$ cat src/rtl/core/pqe_pkg.sv
`default_nettype none
package pqe_pkg;
  localparam int CENT_AW = 16;
  localparam int ACC_W = 40;

  typedef enum logic [1:0] {
    CFG_SUBSPACE_COUNT = 2'd0,
    CFG_CENTROID_COUNT = 2'd1,
    CFG_SUBSPACE_DIM   = 2'd2
  } cfg_index_t;

  typedef struct packed {
    logic        kind;
    logic [3:0]  book_subspace;
    logic [7:0]  book_centroid;
    logic [3:0]  book_component;
    logic signed [15:0] book_value;
    logic signed [15:0] element_value;
    logic        element_last;
  } in_word_t;

  typedef struct packed {
    logic [7:0] code;
    logic [3:0] code_subspace;
    logic       last;
    logic       length_error;
  } out_word_t;

  // Controller to datapath.
  typedef struct packed {
    logic       clear_best;
    logic       clear_acc;
    logic       mac_en;
    logic       compare;
    logic [7:0] centroid;
    logic [3:0] component;
    logic [3:0] subspace;
  } dp_cmd_t;
endpackage
`default_nettype wire

$ cat src/rtl/core/pqe_control.sv
`default_nettype none
module pqe_control (
  input  wire logic clk,
  input  wire logic rst,
  input  wire logic in_valid,
  output logic in_stall,
  input  wire pqe_pkg::in_word_t in_data,
  output logic out_valid,
  input  wire logic out_stall,
  output pqe_pkg::out_word_t out_data,
  input  wire logic [4:0] subspace_count,
  input  wire logic [8:0] centroid_count,
  input  wire logic [4:0] subspace_dim,
  output logic buf_we,
  output logic [3:0] buf_addr,
  output logic book_we,
  output pqe_pkg::dp_cmd_t cmd,
  input  wire logic [7:0] best_code
);
  import pqe_pkg::*;

  typedef enum logic [1:0] {ST_IDLE, ST_RUN, ST_DRAIN} state_t;
  state_t state;

  logic [4:0] m, dim;
  logic [8:0] ncent;
  logic [4:0] sub_pos;
  logic [3:0] comp_pos;
  logic overrun;
  logic [7:0] cent;
  logic [3:0] comp;
  logic [2:0] drain;
  logic pend_last, pend_err;
  logic [3:0] pend_sub;
  logic accept, ov_now;
  logic [4:0] pos_inc;
  logic last_comp, last_cent;
  logic search_start, bare_last, out_load;
  out_word_t out_q;
  logic code_sel;

  assign m = (subspace_count == 5'd0) ? 5'd1 :
             (subspace_count > 5'd16 ? 5'd16 : subspace_count);
  assign dim = (subspace_dim == 5'd0) ? 5'd1 :
               (subspace_dim > 5'd16 ? 5'd16 : subspace_dim);
  assign ncent = (centroid_count < 9'd2) ? 9'd2 :
                 (centroid_count > 9'd256 ? 9'd256 : centroid_count);

  assign in_stall = (state != ST_IDLE) || (out_valid && out_stall);
  assign accept = in_valid && !in_stall;
  assign ov_now = overrun || (sub_pos >= m);
  assign pos_inc = {1'b0, comp_pos} + 5'd1;
  assign book_we = accept && !in_data.kind;
  assign buf_we = accept && in_data.kind && !ov_now;
  assign buf_addr = comp_pos;
  assign last_comp = ({1'b0, comp} == dim - 5'd1);
  assign last_cent = ({1'b0, cent} == ncent - 9'd1);

  // An element that completes a subspace starts a search; a last element otherwise
  // gives a bare length error.
  assign search_start = (state == ST_IDLE) && accept && in_data.kind && !ov_now &&
                        (pos_inc >= dim);
  assign bare_last = (state == ST_IDLE) && accept && in_data.kind && !search_start &&
                     in_data.element_last;
  assign out_load = bare_last || (state == ST_DRAIN && drain == 3'd0 && last_cent);

  always_comb begin
    cmd.centroid = cent;
    cmd.component = comp;
    cmd.subspace = pend_sub;
    cmd.mac_en = (state == ST_RUN);
    cmd.clear_acc = (state == ST_IDLE) || (state == ST_DRAIN && drain == 3'd0);
    cmd.clear_best = search_start;
    cmd.compare = (state == ST_DRAIN && drain == 3'd0);
  end

  // A search word's code comes straight from the datapath, which holds it until the next search.
  assign out_data = '{code: code_sel ? best_code : out_q.code,
                      code_subspace: out_q.code_subspace, last: out_q.last,
                      length_error: out_q.length_error};

  // Sequencer: buffer elements while idle; walk centroids by components, then wait for the MAC pipe.
  always_ff @(posedge clk) begin
    if (rst) begin
      state <= ST_IDLE;
      sub_pos <= '0;
      comp_pos <= '0;
      overrun <= 1'b0;
      out_valid <= 1'b0;
      code_sel <= 1'b0;
      cent <= '0;
      comp <= '0;
      drain <= '0;
    end else begin
      if (out_load) begin
        out_valid <= 1'b1;
      end else if (!out_stall) begin
        out_valid <= 1'b0;
      end
      case (state)
        ST_IDLE: begin
          if (accept && in_data.kind) begin
            if (search_start) begin
              pend_sub <= sub_pos[3:0];
              pend_last <= in_data.element_last;
              pend_err <= in_data.element_last && (sub_pos + 5'd1 != m);
              comp_pos <= '0;
              cent <= '0;
              comp <= '0;
              state <= ST_RUN;
              if (in_data.element_last) begin
                sub_pos <= '0;
                overrun <= 1'b0;
              end else if (sub_pos + 5'd1 >= m) begin
                sub_pos <= '0;
                overrun <= 1'b1;
              end else begin
                sub_pos <= sub_pos + 5'd1;
              end
            end else if (in_data.element_last) begin
              out_q <= '{code: 8'd0, code_subspace: 4'd0, last: 1'b1,
                         length_error: 1'b1};
              code_sel <= 1'b0;
              sub_pos <= '0;
              comp_pos <= '0;
              overrun <= 1'b0;
            end else begin
              overrun <= ov_now;
              if (!ov_now) begin
                comp_pos <= pos_inc[3:0];
              end
            end
          end
        end
        ST_RUN: begin
          if (last_comp) begin
            comp <= '0;
            drain <= 3'd3;
            state <= ST_DRAIN;
          end else begin
            comp <= comp + 4'd1;
          end
        end
        ST_DRAIN: begin
          if (drain == 3'd0) begin
            if (last_cent) begin
              cent <= '0;
              out_q <= '{code: 8'd0, code_subspace: pend_sub, last: pend_last,
                         length_error: pend_err};
              code_sel <= 1'b1;
              state <= ST_IDLE;
            end else begin
              cent <= cent + 8'd1;
              state <= ST_RUN;
            end
          end else begin
            drain <= drain - 3'd1;
          end
        end
        default: state <= ST_IDLE;
      endcase
    end
  end

  assert property (@(posedge clk) disable iff (rst) (state != ST_IDLE) |-> in_stall)
    else $error("input taken during search");
  assert property (@(posedge clk) disable iff (rst)
                   buf_we |-> (comp_pos < dim[3:0] || dim == 5'd16))
    else $error("buffer write past subspace");
  assert property (@(posedge clk) disable iff (rst)
                   (out_valid && out_stall) |=> (out_valid && $stable(out_data)))
    else $error("stalled output word changed");
endmodule
`default_nettype wire
$ cat config.mk
export PLATFORM = sky130hd
export DESIGN_NAME = pqe_control
export DESIGN_NICKNAME = d
export VERILOG_FILES = /design/src/rtl/core/pqe_pkg.sv /design/src/rtl/core/pqe_control.sv
export SDC_FILE = /design/constraint.sdc
export NUM_CORES = 1
export LEC_CHECK = 0
export BUFFER_PORTS_ARGS = -buffer_cell sky130_fd_sc_hd__buf_4
export CAP_MARGIN = 10
export CORE_MARGIN = 2
export CORE_UTILIZATION = 47
export CTS_CLUSTER_SIZE = 30
export DETAILED_ROUTE_END_ITERATION = 8
export GPL_ROUTABILITY_DRIVEN = 0
export HOLD_SLACK_MARGIN = 0.02
export PLACE_DENSITY_LB_ADDON = 0.15
export SYNTH_ARGS = -nofsm -noshare
export SYNTH_HDL_FRONTEND = slang
export SYNTH_SLANG_ARGS = --single-unit
export TNS_END_PERCENT = 20
$ cat constraint.sdc
create_clock -name clk -period 9.45 [get_ports clk]
set_input_delay 2.3625 -clock clk [delete_from_list [all_inputs] [get_ports clk]]
set_output_delay 2.3625 -clock clk [all_outputs]
set_load 0.02 [all_outputs]
==> run_results.csv <==
group,metric,value,unit
finish,final_layout_size_suffix_gt1_share,22.3,%
synthesis,synth_edf_count,12,
placement,place_area,3440,sq um
global_routing,grt_usage,19.5,%
worst_setup_path,endpoint_kind,"output port",
power,p_leak,1.52,nW
worst_setup_path,cp_slowest_cell,"a2111oi_0",
power,pwr_density_cell,114,nW/um^2
drt,detail-route-antenna-nets,0,
clock_network,ctsHoldBuffers,0,
sta,finalCriticalPeriod,7.42,ns
sta,fmax,135,MHz
drt,wl_per_cell,13.4,um
finish,mostFrequentLayoutCell,"buf_4",
drt,via_per_inst,5.57,
worst_setup_path,path_delay_family,"compound AO/OA/AOI/OAI gates",
clock_network,clk_path_buf_depth,2,
global_routing,antenna_found_initial,0,
floorplanning,ioPinCount,123,
sta,hold_viol,0,
floorplanning,die_h,82.2,um
synthesis,yosysWarnings,0,
sta,post-route-period-util,78.5,%
drt,route.detailed.drc,0,
worst_setup_path,r2r_cells,8,
finish,area_growth,24.2,%
sta,finClkSkew,0.00747,ns
sta,setup_tns,0,ns
drt,wl,6410,um
floorplanning,die_w,82.2,um
clock_network,cts_resized,0,
synthesis,synth-seq-area-share,32.7,%
clock_network,cts_tree,"yes",
sta,slew_violations,0,
worst_setup_path,critPathArrivalTime,5.05,ns
worst_setup_path,criticalPathCategory,"primary input to output port",
finish,final_nets,507,
synthesis,synthesis.area,2880,sq um
floorplanning,die-area,6760,sq um
worst_setup_path,cp_max_fo,3,
clock_network,cts_max_level,2,
floorplanning,start_util,48.6,%
worst_hold_path,hold_depth,1,
finish,design_area,3570,sq um
placement,dp.final_hpwl,4950,um
finish,final_cell_mix,"buf_4, nand2_1, dfxtp_1",
job,drv_cap,0,
global_routing,grt_pass1_wl,10400,um
finish,diodes,0,
sta,rsz0062_at_grt,"no",
clock_network,clock_sinks,41,
drt,route.vias.total,2662,
synthesis,synth_seq_cells,41,
clock_network,cts-root-buf,"clkbuf_8",
synthesis,ys.flop_type,"dfxtp_1",
synthesis,synth_top_area_share,20.2,%
drt,drtPass1Iterations,4,
synthesis,syn-num-nets,442,
outcome,status,"completed",
worst_setup_path,cp-start-kind,"primary input",
floorplanning,core.rowCount,28,
global_routing,grt_max_degree,32,
synthesis,ys_types,60,
worst_setup_path,worst-path-buf-inv,2,
clock_network,insertion_delay,0.29,ns
synthesis,syn_inst,337,
synthesis,synth_area_leaders,"dfxtp_1, edfxtp_1, ha_1",
clock_network,cts-buffers-inserted,5,
worst_setup_path,critPathRequiredTime,7.09,ns
sta,setup-violations-final,0,
sta,tightest_slew,0.895,ns
synthesis,synth_top_area_cell,"dfxtp_1",
floorplanning,core_area,5920,sq um
drt,drt_iter0_drc,155,
synthesis,async_flop_share,0,%
global_routing,grt_pass1_vias,2404,
synthesis,avgSynthCellArea,8.53,sq um
global_routing,gr-total-overflow,0,
sta,maxSlewHeadroom,39.9,%
placement,io_buffers,74,
worst_setup_path,crit_chain,"buf_4 -> nor3_1 -> nor2_1 -> nor2_1 -> ha_1 -> nor2b_1 -> o21ai_0 -> a21o_1 -> a2111oi_0 -> nor2b_1 -> buf_4",
worst_setup_path,cpPeakStageDelay,0.70,ns
power,ir_drop,0.0000831,V
worst_hold_path,hold_class,"flip-flop to flip-flop",
worst_setup_path,path_depth,11,
clock_network,clk_pin_slew,0.08,ns
clock_network,postCtsSetupRepairBufs,0,
==> worst register-to-register path, delay by kind of cell, from the launching register on <==
| family | cells | cell delay (ns) |
|---|---|---|
| AO/OA/AOI/OAI | 3 | 1.09 |
| AND/OR/NAND/NOR | 3 | 1.06 |
| flip-flops | 1 | 0.43 |
| adder cells (fa/ha/maj) | 1 | 0.30 |
| buffers and inverters | 1 | 0.13 |
==> cell usage after synthesis, drive strengths merged, types with 2 or more instances <==
cell type	n
nand2b	5
a21oi	21
o21a	3
nor2	28
or3	4
o31ai	3
nand2	31
nand3b	7
a21boi	3
a311oi	2
nand4	5
or4	3
nand3	8
dfxtp	29
a21o	2
and3	2
inv	14
nor3	8
and4b	2
nor4	5
a22oi	3
mux2i	2
edfxtp	12
nor2b	6
nor3b	6
ha	24
a31oi	5
buf	4
and2	16
o21bai	4
xor2	9
a211oi	4
xnor2	9
clkbuf	11
o21ai	14
a221oi	2
o2bb2ai	2
nand4b	4
==> power by group <==
group	internal (W)	switching (W)
Clock	0.000105	0.0000601
Sequential	0.000182	0.00000144
Combinational	0.0000268	0.0000324
==> routing by layer <==
layer / routed length, um / global-route usage, % / vias up
li1: - / - / 1353
met3: 342 / 3.37 / 6
met4: 59 / 4.50 / 0
met2: 3070 / 34.4 / 56
met5: 0 / 0 / -
met1: 2930 / 24.6 / 1247
==> area by class of cell <==
cell class                      instances  area, sq um
Clock buffer                            5         68.8
Clock inverter                          3         65.1
Fill cell                             549         2350
Inverter                               14         52.6
Multi-Input combinational cell        266         1800
Sequential cell                        41          941
Tap cell                               75         93.8
Timing Repair Buffer                   74          556
==> stage by stage <==
step	hold WS, ns	total power [W]	std cells	util [%]	worst slack (ns)
final	0.477	0.000407	478	60.3	2.03
after CTS	0.479	0.000410	478	60.3	2.00
after global placement	0.465	0.000245	470	58.1	2.16
after global routing	0.521	0.000424	478	60.3	1.83
after floorplan	0.448	0.000224	337	-	1.93
after detailed placement	0.468	0.000246	470	58.1	2.02
==> kinds of logic (layout without fill, tap and decap cells) <==
family | count (synthesis) | in the layout | share of synthesized area [%]
simple gates | 145 | 145 | 27.9
fa+ha+maj | 24 | 24 | 10.4
xor+xnor | 18 | 18 | 5.48
flops | 41 | 41 | 32.7
compound gates | 77 | 77 | 17.9
mux | 2 | 2 | 0.696
buf+inv | 30 | 96 | 4.83
==> sequential cells by signal, indices dropped and copies added, names as in the netlist <==
name       count
drain          3
pend_sub       4
buf_addr       4
out_data       6
comp           4
state          2
code_sel       1
pend_last      1
out_valid      1
pend_err       1
sub_pos        5
cent           8
overrun        1
==> worst paths after layout <==
| check | start | endpoint | slack (ns) |
|---|---|---|---|
| worst max register to register | sub_pos[0]$_SDFFE_PP0P_ | pend_sub[3]$_DFFE_PP_ | 6.10 |
| worst min register to register | drain[0]$_SDFFE_PP0P_ | drain[0]$_SDFFE_PP0P_ | 0.48 |
| worst min-delay path | drain[0]$_SDFFE_PP0P_ | drain[0]$_SDFFE_PP0P_ | 0.48 |
| worst max-delay path | subspace_count[1] | cmd[19] | 2.03 |
Note: power is estimated with default switching activity, not from simulation.
